## config.mk

```make
export PLATFORM = sky130hd
export DESIGN_NAME = modular_exponentiation
export DESIGN_NICKNAME = d
export VERILOG_FILES = /design/src/rtl/modexp_pkg.sv /design/src/rtl/modexp_csr.sv /design/src/rtl/modexp_mulmod.sv /design/src/rtl/modular_exponentiation.sv
export SDC_FILE = /design/constraint.sdc
export NUM_CORES = 1
export LEC_CHECK = 0
export BUFFER_PORTS_ARGS = -buffer_cell sky130_fd_sc_hd__buf_4
export CORE_ASPECT_RATIO = 2
export CORE_UTILIZATION = 56
export DETAILED_ROUTE_END_ITERATION = 8
export PLACE_DENSITY = 0.83
export RECOVER_POWER = 100
export SLEW_MARGIN = 20
export SYNTH_ARGS = -nofsm -noshare
export SYNTH_HDL_FRONTEND = slang
export SYNTH_HIERARCHICAL = 1
export SYNTH_SLANG_ARGS = --single-unit
export TNS_END_PERCENT = 30
```

## constraint.sdc

```tcl
create_clock -name clock -period 4.95 [get_ports clock]
set_clock_uncertainty 0.05 [all_clocks]
set_input_delay 0.495 -clock clock [delete_from_list [all_inputs] [get_ports clock]]
set_output_delay 0.495 -clock clock [all_outputs]
set_load 0.02 [all_outputs]
```

## src/rtl/modexp_pkg.sv

```systemverilog
`timescale 1ns / 1ps

package modexp_pkg;

   // register index, taken from the address bits above the word offset
   typedef enum logic [0:0] {
      REG_EXPONENT = 1'b0,
      REG_MODULUS  = 1'b1
   } reg_index_type;

   // status of the shared modular multiplier
   typedef struct packed {
      logic busy;
      logic done;
   } mm_status_type;

endpackage

```

## src/rtl/modexp_csr.sv

```systemverilog
`timescale 1ns / 1ps

module modexp_csr #(
   parameter int WORD_BITS = 32,
   localparam int DATA_W = (WORD_BITS > 32) ? 64 : 32,
   localparam int STRIDE_BITS = (WORD_BITS > 32) ? 3 : 2,
   localparam int ADDR_W = STRIDE_BITS + 1
) (
   input  logic                 clock,
   input  logic                 reset,
   input  logic                 psel,
   input  logic                 penable,
   input  logic                 pwrite,
   input  logic [ADDR_W-1:0]    paddr,
   input  logic [DATA_W-1:0]    pwdata,
   output logic [DATA_W-1:0]    prdata,
   output logic [WORD_BITS-1:0] exponent,
   output logic [WORD_BITS-1:0] modulus
);
   import modexp_pkg::*;

   logic [WORD_BITS-1:0] exponent_ff;
   logic [WORD_BITS-1:0] modulus_ff;
   reg_index_type        index;
   logic                 write_en;

   assign index    = reg_index_type'(paddr[STRIDE_BITS]);
   assign write_en = psel && penable && pwrite;

   always_ff @(posedge clock) begin
      if (reset) begin
         exponent_ff <= WORD_BITS'(1);
         modulus_ff  <= WORD_BITS'(1);
      end else if (write_en) begin
         unique case (index)
            REG_EXPONENT: exponent_ff <= pwdata[WORD_BITS-1:0];
            REG_MODULUS:  modulus_ff  <= pwdata[WORD_BITS-1:0];
            default: ;
         endcase
      end
   end

   always_comb begin
      unique case (index)
         REG_EXPONENT: prdata = DATA_W'(exponent_ff);
         REG_MODULUS:  prdata = DATA_W'(modulus_ff);
         default:      prdata = '0;
      endcase
   end

   assign exponent = exponent_ff;
   assign modulus  = modulus_ff;

endmodule

```

## src/rtl/modexp_mulmod.sv

```systemverilog
`timescale 1ns / 1ps

// Shift-add modular multiplier: one bit of b per cycle, msb first.
// acc = (2*acc + b_bit*a) mod m, with a < m and acc < m, so the sum stays below 3m.
module modexp_mulmod #(
   parameter int WORD_BITS = 32
) (
   input  logic                      clock,
   input  logic                      reset,
   input  logic                      start,
   input  logic [WORD_BITS-1:0]      a,
   input  logic [WORD_BITS-1:0]      b,
   input  logic [WORD_BITS-1:0]      m,
   output modexp_pkg::mm_status_type status,
   output logic [WORD_BITS-1:0]      result
);
   import modexp_pkg::*;

   localparam int CNT_W = $clog2(WORD_BITS);
   localparam int SUM_W = WORD_BITS + 2;

   logic [WORD_BITS-1:0] acc_ff, acc_in;
   logic [WORD_BITS-1:0] a_ff;
   logic [WORD_BITS-1:0] b_ff;
   logic [WORD_BITS-1:0] m_ff;
   logic [CNT_W-1:0]     count_ff;
   logic                 busy_ff;
   logic                 done_ff;

   logic [SUM_W-1:0] sum;
   logic [SUM_W-1:0] m_one;
   logic [SUM_W-1:0] m_two;
   logic [SUM_W-1:0] less_one;
   logic [SUM_W-1:0] less_two;

   always_comb begin
      m_one    = {2'b00, m_ff};
      m_two    = {1'b0, m_ff, 1'b0};
      sum      = {1'b0, acc_ff, 1'b0} + (b_ff[WORD_BITS-1] ? {2'b00, a_ff} : '0);
      less_one = sum - m_one;
      less_two = sum - m_two;
      priority if (sum >= m_two) begin
         acc_in = less_two[WORD_BITS-1:0];
      end else if (sum >= m_one) begin
         acc_in = less_one[WORD_BITS-1:0];
      end else begin
         acc_in = sum[WORD_BITS-1:0];
      end
   end

   always_ff @(posedge clock) begin
      if (reset) begin
         busy_ff <= 1'b0;
         done_ff <= 1'b0;
      end else begin
         done_ff <= 1'b0;
         if (start) begin
            acc_ff   <= '0;
            a_ff     <= a;
            b_ff     <= b;
            m_ff     <= m;
            count_ff <= CNT_W'(WORD_BITS - 1);
            busy_ff  <= 1'b1;
         end else if (busy_ff) begin
            acc_ff <= acc_in;
            b_ff   <= b_ff << 1;
            if (count_ff == '0) begin
               busy_ff <= 1'b0;
               done_ff <= 1'b1;
            end else begin
               count_ff <= count_ff - 1'b1;
            end
         end
      end
   end

   assign status.busy = busy_ff;
   assign status.done = done_ff;
   assign result      = acc_ff;

endmodule

```

## src/rtl/modular_exponentiation.sv

```systemverilog
`timescale 1ns / 1ps

// Modular exponentiation: each accepted req word returns value_in^exponent mod modulus
// on the rsp channel, exponent and modulus being the two registers of the APB port
// (exponent at offset 0, modulus at offset 4; 0 and 8 when WORD_BITS exceeds 32).
// A zero modulus returns 0 with rsp_modulus_error set; a zero exponent returns 1.
// The work runs by square-and-multiply on one shared shift-add modular multiplier
// that retires one multiplier bit per cycle; an item with a zero modulus or
// exponent does not use the multiplier. req_ready is low while an item is in
// work; a finished word waits in the output register and does not block
// acceptance of the next item.
module modular_exponentiation #(
   parameter int WORD_BITS = 32,
   localparam int DATA_W = (WORD_BITS > 32) ? 64 : 32,
   localparam int ADDR_W = ((WORD_BITS > 32) ? 3 : 2) + 1
) (
   input  logic                 clock,
   input  logic                 reset,
   input  logic                 req_valid,
   output logic                 req_ready,
   input  logic [WORD_BITS-1:0] req_value_in,
   output logic                 rsp_valid,
   input  logic                 rsp_ready,
   output logic [WORD_BITS-1:0] rsp_value_out,
   output logic                 rsp_modulus_error,
   input  logic                 psel,
   input  logic                 penable,
   input  logic                 pwrite,
   input  logic [ADDR_W-1:0]    paddr,
   input  logic [DATA_W-1:0]    pwdata,
   output logic [DATA_W-1:0]    prdata,
   output logic                 pready
);
   import modexp_pkg::*;

   localparam int CNT_W = $clog2(WORD_BITS);

   typedef enum logic [1:0] {
      ST_IDLE,
      ST_WAIT,
      ST_DONE
   } state_type;

   typedef enum logic [1:0] {
      PH_REDUCE,
      PH_SQUARE,
      PH_MULT
   } phase_type;

   logic [WORD_BITS-1:0] exponent;
   logic [WORD_BITS-1:0] modulus;
   logic [WORD_BITS-1:0] one_mod;
   mm_status_type        mm_status;
   logic [WORD_BITS-1:0] mm_result;

   state_type            state_ff;
   phase_type            phase_ff;
   logic                 start_ff;
   logic [WORD_BITS-1:0] op_a_ff;
   logic [WORD_BITS-1:0] op_b_ff;
   logic [WORD_BITS-1:0] base_ff;
   logic [WORD_BITS-1:0] acc_ff;
   logic                 err_ff;
   logic [CNT_W-1:0]     bit_ff;
   logic                 rsp_valid_ff;
   logic [WORD_BITS-1:0] rsp_value_ff;
   logic                 rsp_error_ff;

   modexp_csr #(
      .WORD_BITS(WORD_BITS)
   ) u_csr (
      .clock    (clock),
      .reset    (reset),
      .psel     (psel),
      .penable  (penable),
      .pwrite   (pwrite),
      .paddr    (paddr),
      .pwdata   (pwdata),
      .prdata   (prdata),
      .exponent (exponent),
      .modulus  (modulus)
   );

   modexp_mulmod #(
      .WORD_BITS(WORD_BITS)
   ) u_mulmod (
      .clock  (clock),
      .reset  (reset),
      .start  (start_ff),
      .a      (op_a_ff),
      .b      (op_b_ff),
      .m      (modulus),
      .status (mm_status),
      .result (mm_result)
   );

   // 1 mod m
   assign one_mod   = (modulus == WORD_BITS'(1)) ? '0 : WORD_BITS'(1);
   assign req_ready = (state_ff == ST_IDLE) && !mm_status.busy;
   assign pready    = 1'b1;

   always_ff @(posedge clock) begin
      if (reset) begin
         state_ff     <= ST_IDLE;
         phase_ff     <= PH_REDUCE;
         start_ff     <= 1'b0;
         rsp_valid_ff <= 1'b0;
      end else begin
         start_ff <= 1'b0;
         if (rsp_valid_ff && rsp_ready) begin
            rsp_valid_ff <= 1'b0;
         end
         unique case (state_ff)
            ST_IDLE: begin
               if (req_valid && req_ready) begin
                  bit_ff <= CNT_W'(WORD_BITS - 1);
                  priority if (modulus == '0) begin
                     acc_ff   <= '0;
                     err_ff   <= 1'b1;
                     state_ff <= ST_DONE;
                  end else if (exponent == '0) begin
                     acc_ff   <= WORD_BITS'(1);
                     err_ff   <= 1'b0;
                     state_ff <= ST_DONE;
                  end else begin
                     // base = value mod m, as value * (1 mod m)
                     acc_ff   <= one_mod;
                     err_ff   <= 1'b0;
                     op_a_ff  <= one_mod;
                     op_b_ff  <= req_value_in;
                     start_ff <= 1'b1;
                     phase_ff <= PH_REDUCE;
                     state_ff <= ST_WAIT;
                  end
               end
            end
            ST_WAIT: begin
               if (mm_status.done) begin
                  unique case (phase_ff)
                     PH_REDUCE: begin
                        base_ff  <= mm_result;
                        op_a_ff  <= acc_ff;
                        op_b_ff  <= acc_ff;
                        start_ff <= 1'b1;
                        phase_ff <= PH_SQUARE;
                     end
                     PH_SQUARE: begin
                        acc_ff <= mm_result;
                        priority if (exponent[bit_ff]) begin
                           op_a_ff  <= mm_result;
                           op_b_ff  <= base_ff;
                           start_ff <= 1'b1;
                           phase_ff <= PH_MULT;
                        end else if (bit_ff == '0) begin
                           state_ff <= ST_DONE;
                        end else begin
                           bit_ff   <= bit_ff - 1'b1;
                           op_a_ff  <= mm_result;
                           op_b_ff  <= mm_result;
                           start_ff <= 1'b1;
                           phase_ff <= PH_SQUARE;
                        end
                     end
                     PH_MULT: begin
                        acc_ff <= mm_result;
                        if (bit_ff == '0) begin
                           state_ff <= ST_DONE;
                        end else begin
                           bit_ff   <= bit_ff - 1'b1;
                           op_a_ff  <= mm_result;
                           op_b_ff  <= mm_result;
                           start_ff <= 1'b1;
                           phase_ff <= PH_SQUARE;
                        end
                     end
                     default: state_ff <= ST_IDLE;
                  endcase
               end
            end
            ST_DONE: begin
               // hand over once the output register is free
               if (!rsp_valid_ff || rsp_ready) begin
                  rsp_valid_ff <= 1'b1;
                  rsp_value_ff <= acc_ff;
                  rsp_error_ff <= err_ff;
                  state_ff     <= ST_IDLE;
               end
            end
            default: state_ff <= ST_IDLE;
         endcase
      end
   end

   assign rsp_valid         = rsp_valid_ff;
   assign rsp_value_out     = rsp_value_ff;
   assign rsp_modulus_error = rsp_error_ff;

endmodule

```

## Word-level counts from Yosys, hierarchy flattened

Index checks and enable logic that the tools add are counted.

- Register bits: 372
- Latch bits: 0
- Bits in writable memories: 0
- Memory bits (read-only): 0
- Input port bits: 74
- Output and inout bits: 68
- Logic and storage cells: 152
- Memories: 0

- $add $sub $neg: 5
- Multipliers: 0
- Divide/modulo/power cells: 0
- Magnitude comparators: 3
- Equal/unequal tests: 16
- Shift operators: 0
- Multiplexer cells: 73
- Bitwise gates (word level): 3
- Reduce and logical (&&, ||, !) cells: 31

Operator list:

| operator | count |
|---|---|
| $mux 32 | 21 |
| $pmux 32 s2 | 4 |
| $pmux 32 s3 | 2 |
| $logic_not 32->1 | 2 |
| $sub 32x32->32 | 2 |
| $add 33x32->34 | 1 |
| $ge 34x32->1 | 1 |
| $ge 34x33->1 | 1 |
| $eq 32x1->1 const B | 1 |
| $mux 5 | 6 |
| $mux 2 | 13 |
| $pmux 5 s2 | 2 |
| $mux 1 | 18 |
| $pmux 2 s3 | 3 |
| $ne 2x2->1 const B | 6 |
| $reduce_and 6->1 | 2 |
| $logic_not 5->1 | 2 |
| $reduce_and 5->1 | 2 |
| $sub 5x1->5 const B | 2 |
| $reduce_and 3->1 | 3 |
| $reduce_and 2->1 | 4 |
| $reduce_and 7->1 | 1 |
| $lt 5x6->1 const B | 1 |
| $bmux 1 s5 | 1 |
| other kinds (18) | 30 |

## Depth between registers and ports, before layout

Gate-level depths: netlist (run 1).

- Depth after elaboration: 6
- Mapped depth: 26
- Gate-level depth less buffers: 24

## Hierarchy

The synthesis (run 1) kept the hierarchy.

By module, submodules not included:

| module | instances | cells an instance | area each (µm²) | sequential area each (µm²) |
|---|---|---|---|---|
| modexp_mulmod | 1 | 1035 | 10357.4 | 4033.9 |
| modular_exponentiation | 1 | 773 | 8619.5 | 5134.9 |
| modexp_csr | 1 | 281 | 3057.9 | 1281.2 |

## Worst setup path after synthesis (run 1)

OpenSTA, ideal clock, no wires.

- Path type: register -> register
- Start point: register u_mulmod.b_ff[31]
- End point: register u_mulmod.acc_ff[18], in the netlist u_mulmod/result[18] (data pin)
- Setup time: 0.271 ns
- Data arrival time: 5.098 ns
- Required time: 4.629 ns
- Path slack: -0.470 ns
- Stages on the path, launching flop included: 25
- Path buffers: 3
- Clock period less this slack: 5.420 ns
- Path through: edfxtp_1 > clkbuf_1 > and2_1 > ha_1 > nor2b_1 > o31ai_1 > a21boi_1 > o21ai_1 > a21oi_1 > o21a_1 > or4_1 > o311ai_0 > ha_1 > clkbuf_1 > a21oi_1 > o211a_1 > o31ai_1 > nor3_1 > a21oi_1 > a221oi_1 > o211ai_1 > nor2_2 > buf_2 > mux2i_1 > o22ai_1

- Cells in the longest elaborated chain, start to end: 6
- Elaborated cells on any way between the ends: 9
- Classes of those cells: add/sub: 3; order compare: 2; mux: 4

RTL lines:

| item | RTL line | text |
|---|---|---|
| from (decl) | modexp_mulmod.sv:24 | `logic [WORD_BITS-1:0] b_ff;` |
| from (signal assigned) | modexp_mulmod.sv:66 | `b_ff <= b_ff << 1;` |
| $mux 32 * | modexp_mulmod.sv:39 | `sum = {1'b0, acc_ff, 1'b0} + (b_ff[WORD_BITS-1] ? {2'b00, a_ff} : '0);` |
| $add 33x32->34 * | modexp_mulmod.sv:39 |  |
| $sub 32x32->32 / $ge 34x32->1 (equally long branches) | modexp_mulmod.sv:40, modexp_mulmod.sv:44 |  |
| $mux 32 | modexp_mulmod.sv:44 | `end else if (sum >= m_one) begin` |
| $mux 32 * | modexp_mulmod.sv:42 | `priority if (sum >= m_two) begin` |
| $mux 32 * | modexp_mulmod.sv:64 | `end else if (busy_ff) begin` |
| to (signal assigned) | modexp_mulmod.sv:65 | `acc_ff <= acc_in;` |
| to (decl) | modexp_mulmod.sv:22 | `logic [WORD_BITS-1:0] acc_ff, acc_in;` |

Mark *: on every way between the ends. The rest lies on a longest branch, timed or not. The select of a mux whose other input is x is not followed.
A chain may end at the register's enable or synchronous reset.

## Final worst setup path (run 1)

- Start point: register u_mulmod.b_ff[31]
- End point: register u_mulmod.acc_ff[28], in the netlist u_mulmod/result[28] (data pin)

Same word-level chain as after synthesis.

==> results.md, run 1 <==
* Status: complete, but fails checks
* Failing checks: max-capacitance violations, max-slew violations, negative setup slack
* Max FO, Critical Path at 4
* H-tree Lvls at 2
* Peak supply drop at 278 uV
* Via/cell ratio at 6.18
* Synth Instances at 2,089
* Worst min-delay path class: input port to flip-flop
* Initial Utilization at 56.8%
* FP Rows at 102
* CP required at 5270 ps
* # IOs at 142
* Fraction of layout cells with a size suffix above 1 at 24.3%
* Clk_lat worst skew at 540 ps
* Simple-gate share of the synthesized area at 15.7%
* Final hold vios at 0
* Finished Layout Cells at 3,038
* Initial DRC count at 1,478
* Fmax at 179 MHz
* Final Power at 10.5 mW
* Post-synthesis adder-cell area fraction at 6.06%
* Synthesized net count at 2,268
* Register-to-register path setup slack at -640 ps
* Total CTS buffers at 35
* Hold Path Origin: rsp_ready
* FF+latch count, synth at 372
* Synth Area per Inst at 10.5 sq um
* Origin of the worst setup path: u_mulmod/b_ff[31]
* Final setup vio count at 57
* Vias in the first global route at 19,442
* CP arrival at 5910 ps
* R2R Path Start: u_mulmod/b_ff[31]
* Crit path capture type: flip-flop
* P_leak at 10.7 nW
* Area growth, synth to finish at 23.2%
* Ys flop type: edfxtp_1
* Worst setup path end: u_mulmod/result[28]
* GR Overflow Total at 0
* R2R depth at 25
* Final non-filler cell area at 27,200 sq um
* Die area at 40,200 sq um
* Least-Margin Pin Slew at 3630 ps
* Post-route minimum period at 5590 ps
* Max-cap violations at 6
* Power Dens Cells at 385 nW/um^2
* Post-CTS Hold Buffers at 0
* WHS Path Cells at 3
* Largest family of logic cells by synthesized area: compound AO/OA/AOI/OAI gates
* Fraction of registers with async set/reset at 0%
* DRT Pass-1 Iters at 5
* Die Span X at 142 microns
* Seq/Total Area, Yosys at 47.4%
* Antenna violations before repair at 0
* Final net count at 2,671
* CORE AREA at 38,800 sq um
* Synthesis Warnings at 6
* Most common cell after layout, fill and taps aside: buf_4
* Gpl congestion at 0.974
* Crit share post-route at 113%
* Die height at 283 microns
* Rel. slew slack at -142%
* RSZ-0062 raised after global routing: yes
* DRT antenna net count at 0
* Reg-to-Reg End: u_mulmod/result[28]
* Clock slew at reported path FFs at 70 ps
* # placed instances at 2,955
* Setup WS post-layout at -644 ps
* Count of clock tree sinks at 372
* Via count at 18,775
* TritonCTS clock tree: built
* Synth cell types at 92
* Diode count at 0
* XOR/XNOR Fraction of Synth Area at 3.02%
* DRC at 0
* First-pass GRT wire length at 102 mm
* Pin count of the biggest net entering global routing at 112
* Post-synthesis compound-gate area fraction at 16.0%
* Max Buffers Root-to-Sink at 3
* Pins over their slew limit at 415
* Post-DP HPWL at 48.5 mm
* Post-synthesis mux area share at 8.24%
* WL/cell at 21.8 microns
* Mapped Area at 22,000 sq um
* GRT Util Overall at 32.9%
* DP Area at 25,800 sq um
* Most frequent cells in the layout: buf_4, edfxtp_1, a21oi_1
* Final wirelength at 66.3 mm
* Fin Setup TNS at -18,700 ps
* Port-buffer cells at 138
* Clock root buffer: clkbuf_16
* Post-synth EDFFs at 300
* Critical path type: flip-flop to flip-flop
* Startpoint types: flip-flop
[synth_stat cells (8+ instances only)]
master      n  share of area, %
a211oi_1   20              0.68
a21o_1     32               1.1
a21oi_1   173               3.9
a221o_1    33               1.5
a221oi_1    9              0.36
a31oi_1     8              0.23
and2_1     86               2.4
and3_1      8              0.23
buf_2      11              0.25
clkbuf_1   84               1.4
dfxtp_1    72               6.5
edfxtp_1  300                41
ha_1      102               5.8
inv_1      72               1.2
mux2_2     64               3.3
mux2i_1    96               4.4
nand2_1   163               2.8
nand2b_1  110               3.1
nand3_1    23              0.52
nand4_1    21              0.60
nor2_1     73               1.2
nor2b_1    14              0.40
nor3_1     29              0.66
nor4_1     20              0.57
o211ai_1   38               1.3
o21a_1     26              0.89
o21ai_0    92               2.1
o21ai_1    17              0.39
o21bai_1   14              0.48
o22ai_1    13              0.37
or3_1      69               2.0
xnor2_1    51               2.0
xor2_1     23              0.91
[flip-flops by register name (all words and copies together), names as in the netlist, 5 cells and up]
| name | count |
|---|---|
| acc_ff | 32 |
| base_ff | 32 |
| bit_ff | 5 |
| op_a_ff | 32 |
| op_b_ff | 32 |
| rsp_value_out | 32 |
| u_csr/exponent | 32 |
| u_csr/modulus | 32 |
| u_mulmod/a_ff | 32 |
| u_mulmod/b_ff | 32 |
| u_mulmod/count_ff | 5 |
| u_mulmod/m_ff | 32 |
| u_mulmod/result | 32 |
[layer usage]
| layer | vias up | track usage [%] | part of all wire (%) |
|---|---|---|---|
| li1 | 8598 | - | - |
| met1 | 9044 | 33.6 | 34 |
| met2 | 874 | 60.9 | 53 |
| met3 | 259 | 4.03 | 5.3 |
| met4 | 0 | 23.8 | 7.2 |
| met5 | - | 0 | 0 |
[power by group]
group          leakage (nW)  switching [mW]  internal (mW)
Clock                 0.541            1.23           1.51
Sequential             3.34           0.111           3.61
Combinational          6.86            2.07           1.92
[critical path, cell delays in order, from the launching register on]
cell and delay [ps]:
edfxtp_1 480, buf_4 200, and2_4 140, ha_4 210
nor2b_4 130, o31ai_4 300, a21boi_4 100, o21a_1 200
o21ai_2 160, a211oi_2 90, o21a_1 190, or3_1 340
and2_4 190, buf_6 110, ha_4 270, nand4_1 160
or2_1 320, nor2_2 140, nand2_2 100, a21oi_2 220
a221oi_2 100, o211ai_1 170, nor2_4 90, buf_6 160
or4b_4 540, a221oi_2 260
[per-stage QoR]
| step | worst slack (ps) | utilization, % | hold slack (ps) |
|---|---|---|---|
| final | -644 | 70.0 | 194 |
| after global routing | -836 | 70.0 | 218 |
| after CTS | -463 | 69.7 | 189 |
| after detailed placement | -553 | 66.6 | 365 |
| after global placement | -451 | 66.6 | 354 |
| after floorplan | -63.4 | - | 350 |
[logic make-up (layout without fill, tap and decap cells)]
group | after synthesis | after routing
AO/OA/AOI/OAI | 538 | 538
XOR/XNOR | 75 | 75
buffers and inverters | 185 | 614
other | 1 | 1
AND/OR/NAND/NOR | 647 | 647
flip-flops | 372 | 372
adder cells (fa/ha/maj) | 105 | 105
multiplexers | 166 | 166
[repair_timing]
action | in CTS | in global routing
buffers inserted | 1 | 15
resized for setup | 13 | 67
cloned | 0 | 4
pin swaps | 3 | 28
setup endpoints to repair | 32 | 32
[worst min-delay path by stage]
stage          slack, ps                end
2_1_floorplan        350  rsp_modulus_error
3_3_place_gp         350  rsp_modulus_error
3_5_place_dp         370  rsp_modulus_error
4_1_cts              190          rsp_valid
5_1_grt              220          rsp_valid
6_report             190          rsp_valid
[layout make-up]
type | instances | area, sq um
fill | 2918 | 11600
multi-input combinational | 1532 | 11300
sequential | 372 | 10500
timing repair buffer | 477 | 3350
clock buffer | 41 | 930
tap | 520 | 651
inverter | 74 | 278
clock inverter | 22 | 208
No activity file was read; power rests on OpenSTA's default activity.
==> run 2: changes to the inputs <==
--- a/config.mk
+++ b/config.mk
@@ -6,12 +6,14 @@
 export NUM_CORES = 1
 export LEC_CHECK = 0
 export BUFFER_PORTS_ARGS = -buffer_cell sky130_fd_sc_hd__buf_4
+export CELL_PAD_IN_SITES_DETAIL_PLACEMENT = 0
+export CELL_PAD_IN_SITES_GLOBAL_PLACEMENT = 1
 export CORE_ASPECT_RATIO = 2
-export CORE_UTILIZATION = 56
+export CORE_UTILIZATION = 44
 export DETAILED_ROUTE_END_ITERATION = 8
-export PLACE_DENSITY = 0.83
+export PLACE_DENSITY = 0.82
 export RECOVER_POWER = 100
-export SLEW_MARGIN = 20
+export SLEW_MARGIN = 25
 export SYNTH_ARGS = -nofsm -noshare
 export SYNTH_HDL_FRONTEND = slang
 export SYNTH_HIERARCHICAL = 1
==> constraint.sdc (replaced) <==
create_clock -name clock -period 4.95 [get_ports clock]
set_clock_uncertainty 0.05 [all_clocks]
set_input_delay 0.99 -clock clock [delete_from_list [all_inputs] [get_ports clock]]
set_output_delay 0.99 -clock clock [all_outputs]
set_load 0.02 [all_outputs]
==> results.md, run 2 (synthesized netlist as in run 1, its figures left out) <==
* Post-CTS Hold Buffers at 0 (unchanged)
* Setup slack at placement at -663 ps (-110 ps)
* TritonCTS clock tree: built
* Via/cell ratio at 5.75 (-7.0%)
* Die area at 51,000 sq um (+27%)
* Hold Path Origin: err_ff
* Reg-to-Reg End: u_mulmod/result[17]
* Clock root buffer: clkbuf_16
* Final wirelength at 64.9 mm (-2.2%)
* Most frequent cells in the layout: buf_4, edfxtp_1, a21oi_1
* Final hold vios at 0 (unchanged)
* DRT antenna net count at 0 (unchanged)
* Antenna violations before repair at 0 (unchanged)
* Setup WS post-layout at -514 ps (+130 ps)
* CORE AREA at 49,400 sq um (+27%)
* CP required at 5180 ps (-90 ps)
* Final net count at 2,685 (+0.52%)
* RSZ-0062 raised after global routing: yes
* R2R Path Start: u_mulmod/b_ff[31]
* Pins over their slew limit at 341 (-18%)
* Peak supply drop at 294 uV (+5.8%)
* Failing checks: max-capacitance violations, max-slew violations, negative setup slack
* H-tree Lvls at 2 (unchanged)
* Max FO, Critical Path at 21 (+17)
* P_leak at 10.8 nW (+0.98%)
* # IOs at 142 (unchanged)
* R2R depth at 22 (-12%)
* Crit path capture type: flip-flop
* Initial DRC count at 915 (-38%)
* Initial Utilization at 44.6% (-12 points)
* GRT Util Overall at 25.2% (-7.7 points)
* Via count at 18,251 (-2.8%)
* Met3 Usage GRT at 2.42% (-1.6 points)
* Power Dens Cells at 384 nW/um^2 (-0.14%)
* DRC at 0 (unchanged)
* Max Buffers Root-to-Sink at 3 (unchanged)
* Post-route minimum period at 5460 ps (-130 ps)
* Crit share post-route at 110% (-2.6 points)
* DP Area at 26,100 sq um (+1.2%)
* Least-Margin Pin Slew at 3820 ps (+191 ps)
* Pin count of the biggest net entering global routing at 112 (unchanged)
* Worst min-delay path class: flip-flop to flip-flop
* Final setup vio count at 60 (+5.3%)
* Post-DP HPWL at 49.2 mm (+1.4%)
* Die Span X at 160 microns (+13%)
* Port-buffer cells at 138 (unchanged)
* DRT Pass-1 Iters at 5 (unchanged)
* Total CTS buffers at 34 (-2.9%)
* Critical path type: flip-flop to flip-flop
* Area growth, synth to finish at 24.6%
* Fmax at 183 MHz (+2.4%)
* Fin Setup TNS at -17,410 ps (+1290 ps)
* Fraction of layout cells with a size suffix above 1 at 24.2% (-0.055 points)
* First-pass GRT wire length at 101 mm (-1.3%)
* Worst setup path end: u_mulmod/result[17]
* Most common cell after layout, fill and taps aside: buf_4
* Clock slew at reported path FFs at 70 ps (about the same)
* Max-cap violations at 6 (unchanged)
* Gpl congestion at 0.944 (-3.1%)
* Vias in the first global route at 18,699 (-3.8%)
* GR Util met2 at 48.5% (-12 points)
* GR Overflow Total at 0 (unchanged)
* CP arrival at 5690 ps (-220 ps)
* GR peak layer: met2
* Clk_lat worst skew at 550 ps (about the same)
* WL/cell at 20.4 microns (-6.4%)
* Status: complete, but fails checks
* Rel. slew slack at -155% (-13 points)
* Diode count at 0 (unchanged)
* Count of clock tree sinks at 372 (unchanged)
* Die height at 318 microns (+13%)
* Final non-filler cell area at 27,500 sq um (+1.1%)
* Startpoint types: flip-flop
* Origin of the worst setup path: u_mulmod/b_ff[31]
* Register-to-register path setup slack at -510 ps (+130 ps)
* FP Rows at 115 (+13%)
* Routing usage on met1 at 25.9% (-7.6 points)
## run 2: cell count changes in the layout (fill, tap and decap cells not counted), sizes merged
cell / before / now
clkinvlp: 5 / 2
buf: 378 / 396
clkinv: 15 / 12
bufinv: 3 / 6
inv: 73 / 75
clkbuf: 140 / 137
## run 2: power by group
group,internal (mW),switching (mW)
clock network,1.71,1.23
registers,3.61,0.108
logic,1.93,1.98
total,7.24,3.32
## run 2: stage by stage
stage | utilization [%] | power, mW | hold WS (ps) | std cells
4_1_cts | 55.8 | 10.5 | 393 | 3164
3_3_place_gp | 53.0 | 7.37 | 355 | 3091
6_report | 55.6 | 10.6 | 388 | 3175
5_1_grt | 55.6 | 11.1 | 393 | 3175
2_1_floorplan | - | 5.89 | 350 | 2089
3_5_place_dp | 53.0 | 7.45 | 377 | 3091
## run 2: repair_timing
item,CTS,global route
gates resized for setup,21,35
cloned,0,1
setup buffers,11,10
setup endpoints to repair,32,32
pin swaps,12,24
## run 2: cell type report
class | count | area [sq um]
Inverter | 74 | 278
Multi-Input combinational cell | 1532 | 11200
Sequential cell | 372 | 10500
Fill cell | 4324 | 21900
Tap cell | 643 | 805
Clock buffer | 41 | 951
Timing Repair Buffer | 492 | 3470
Clock inverter | 21 | 288
## run 2: how the worst min path moves through the flow
stage | depth (start not counted) | slack (ps) | end
final | 0 | 390 | rsp_modulus_error
after floorplan | 0 | 350 | rsp_modulus_error
after detailed placement | 0 | 380 | rsp_modulus_error
after global placement | 0 | 360 | rsp_modulus_error
after CTS | 0 | 390 | rsp_modulus_error
after global routing | 0 | 390 | rsp_modulus_error
## run 2: per-layer routing
layer	share of wire (%)	routed length, microns
met1	36	23100
met2	55	35400
met3	4.0	2620
met5	0	0
met4	5.8	3760
## run 2: worst max-delay path, stage by stage (launching register included)
cell and delay, ps:
edfxtp_1 430, buf_4 200, buf_4 190, and2_1 150, ha_1 320, nand4_1 220, nor3_2 250, nand4_1 180
o2111a_2 340, o31ai_2 260, a221o_1 180, a21oi_1 70, xnor2_1 280, buf_4 180, ha_1 240, buf_4 160
a21o_1 190, a221oi_2 290, o211ai_1 210, nor2_4 250, buf_12 220, mux2i_1 230, o22ai_1 90
==> run 3: changes to the inputs <==
--- a/config.mk
+++ b/config.mk
@@ -11,7 +11,7 @@
 export CORE_ASPECT_RATIO = 2
 export CORE_UTILIZATION = 44
 export DETAILED_ROUTE_END_ITERATION = 8
-export PLACE_DENSITY = 0.82
+export PLACE_DENSITY = 0.75
 export RECOVER_POWER = 100
 export SLEW_MARGIN = 25
 export SYNTH_ARGS = -nofsm -noshare
==> results.md, run 3 (synthesized netlist as in run 1, its figures left out) <==
* Status: complete, but fails checks
* Failing checks: max-capacitance violations, max-slew violations, negative setup slack
* Clk_lat worst skew at 560 ps (about the same)
* CORE AREA at 49,400 sq um (unchanged)
* Fraction of layout cells with a size suffix above 1 at 24.3% (+0.062 points)
* Critical path type: flip-flop to flip-flop
* Max Buffers Root-to-Sink at 3 (unchanged)
* TritonCTS clock tree: built
* CP required at 5280 ps (+100 ps)
* DRT antenna net count at 0 (unchanged)
* Finished Layout Cells at 3,185 (+0.31%)
* DP Area at 26,100 sq um (about the same)
* Pin count of the biggest net entering global routing at 92 (-18%)
* Final net count at 2,694 (+0.34%)
* Via count at 17,871 (-2.1%)
* Initial DRC count at 906 (-0.98%)
* Gpl congestion at 0.869 (-7.9%)
* Antenna violations before repair at 0 (unchanged)
* Final Power at 10.4 mW (-1.3%)
* Most frequent cells in the layout: buf_4, edfxtp_1, a21oi_1
* Peak supply drop at 330 uV (+12%)
* Least-Margin Pin Slew at 3480 ps (-342 ps)
* # placed instances at 3,095 (+0.13%)
* Fin Setup TNS at -18,500 ps (-1090 ps)
* Max FO, Critical Path at 11 (-48%)
* Worst min-delay path class: flip-flop to flip-flop
* Internal at 7.10 mW (-1.9%)
* Sw Pwr at 3.32 mW (about the same)
* Sequential Power Share at 35.7% (+0.5 points)
* Power Dens Cells at 379 nW/um^2 (-1.3%)
* Via/cell ratio at 5.61 (-2.4%)
* Initial Utilization at 44.6% (unchanged)
* H-tree Lvls at 2 (unchanged)
* Count of clock tree sinks at 372 (unchanged)
* GRT Util Overall at 25.5% (+0.33 points)
* Final wirelength at 65.3 mm (+0.61%)
* Vias in the first global route at 18,449 (-1.3%)
* Final hold vios at 0 (unchanged)
* Post-DP HPWL at 48.8 mm (-0.93%)
* CP max stage cell: or4b_1
* Die height at 318 microns (unchanged)
* Clock slew at reported path FFs at 70 ps (about the same)
* DRC at 0 (unchanged)
* Diode count at 0 (unchanged)
* Clock root buffer: clkbuf_16
* Post-route minimum period at 5610 ps (+145 ps)
* Final setup vio count at 32 (-47%)
* Die Span X at 160 microns (unchanged)
* Max-cap violations at 8 (+2)
* Die area at 51,000 sq um (unchanged)
* Total CTS buffers at 36 (+5.9%)
* Post-CTS Hold Buffers at 0 (unchanged)
* Startpoint types: flip-flop
* Port-buffer cells at 138 (unchanged)
* Crit path capture type: flip-flop
* Final non-filler cell area at 27,500 sq um (about the same)
* CP arrival at 5930 ps (+240 ps)
* RSZ-0062 raised after global routing: yes
* Combinational share of power at 37.8% (+0.8 points)
* DRT Pass-1 Iters at 5 (unchanged)
* Most common cell after layout, fill and taps aside: buf_4
* First-pass GRT wire length at 101 mm (+0.66%)
* P_leak at 10.9 nW (+0.22%)
* Area growth, synth to finish at 24.6% (about the same)
* Fmax at 178 MHz (-2.6%)
* Hold WS at 378 ps (-9.77 ps)
* Crit share post-route at 113% (+2.9 points)
* Sw Share at 31.8% (+0.40 points)
* CP peak stage delay at 560 ps (+130 ps)
* Clock network power share at 26.6% (-1.2 points)
* Setup WS post-layout at -659 ps (-145 ps)
* Fillers at 4,336 (+0.28%)
* GR Overflow Total at 0 (unchanged)
* Pins over their slew limit at 434 (+27%)
* FP Rows at 115 (unchanged)
* WL/cell at 20.5 microns (+0.30%)
* # IOs at 142 (unchanged)
* Rel. slew slack at -132% (+23 points)
run 3: cell types whose count changed in the layout (fill, tap and decap cells not counted), sizes merged:
cell,delta
clkinv,-3
inv,-1
buf,+7
bufinv,-4
clkbuf,+12
clkinvlp,-1
run 3: stage by stage:
stage | util (%) | worst slack, ps
after CTS | 55.8 | -661
after floorplan | - | -63.4
final | 55.6 | -659
after global routing | 55.6 | -937
after global placement | 53.0 | -721
after detailed placement | 53.0 | -936
run 3: worst max-delay path: cells and delay by family, from the launching register on:
kind	cells	cell delay, ps
and+or+nand+nor	10	1950
AOI/OAI and AO/OA	10	1870
adders and majority gates	3	660
buffers and inverters	4	490
DFF	1	420
run 3: power by group through the flow:
stage / clock [mW] / sequential (mW) / combinational (mW)
after floorplan: 0 / 3.74 / 2.15
after global placement: 0 / 3.78 / 3.61
after detailed placement: 0 / 3.78 / 3.66
after CTS: 2.82 / 3.71 / 3.81
after global routing: 2.92 / 3.73 / 4.27
final: 2.77 / 3.72 / 3.93
run 3: path summary, 6_finish.rpt:
path	from	to	slack [ps]	cells after the start
setup / recovery	u_mulmod/b_ff[31]	u_mulmod/result[28]	-660	27
hold / removal	err_ff	rsp_modulus_error	380	0
setup reg to reg	u_mulmod/b_ff[31]	u_mulmod/result[28]	-660	27
hold reg to reg	err_ff	rsp_modulus_error	380	0
run 3: routing by layer:
metal  GRT usage [%]  up-vias  wire, microns  part of all wire [%]
li1                -     8653              -                     -
met1            26.5     8601          24000                    37
met2            48.7      461          35200                    54
met3            2.76      156           2230                   3.4
met4            14.7        0           3860                   5.9
met5               0        -              0                     0
run 3: cell type report:
type                    count  area (sq um)  area share, %
clock buffers              53          1020           3.70
flip-flops and latches    372         10500           38.1
multi-input cells        1532         11200           40.9
well taps                 643           805           2.93
inverters                  74           278           1.01
repair buffers            499          3550           12.9
clock inverters            12           131          0.478
run 3: repair_timing:
action / 4_1_cts / 5_1_grt
gates cloned: 3 / 1
buffers inserted: 6 / 15
pin swaps: 6 / 30
setup endpoints to repair: 32 / 32
resized for setup: 28 / 34
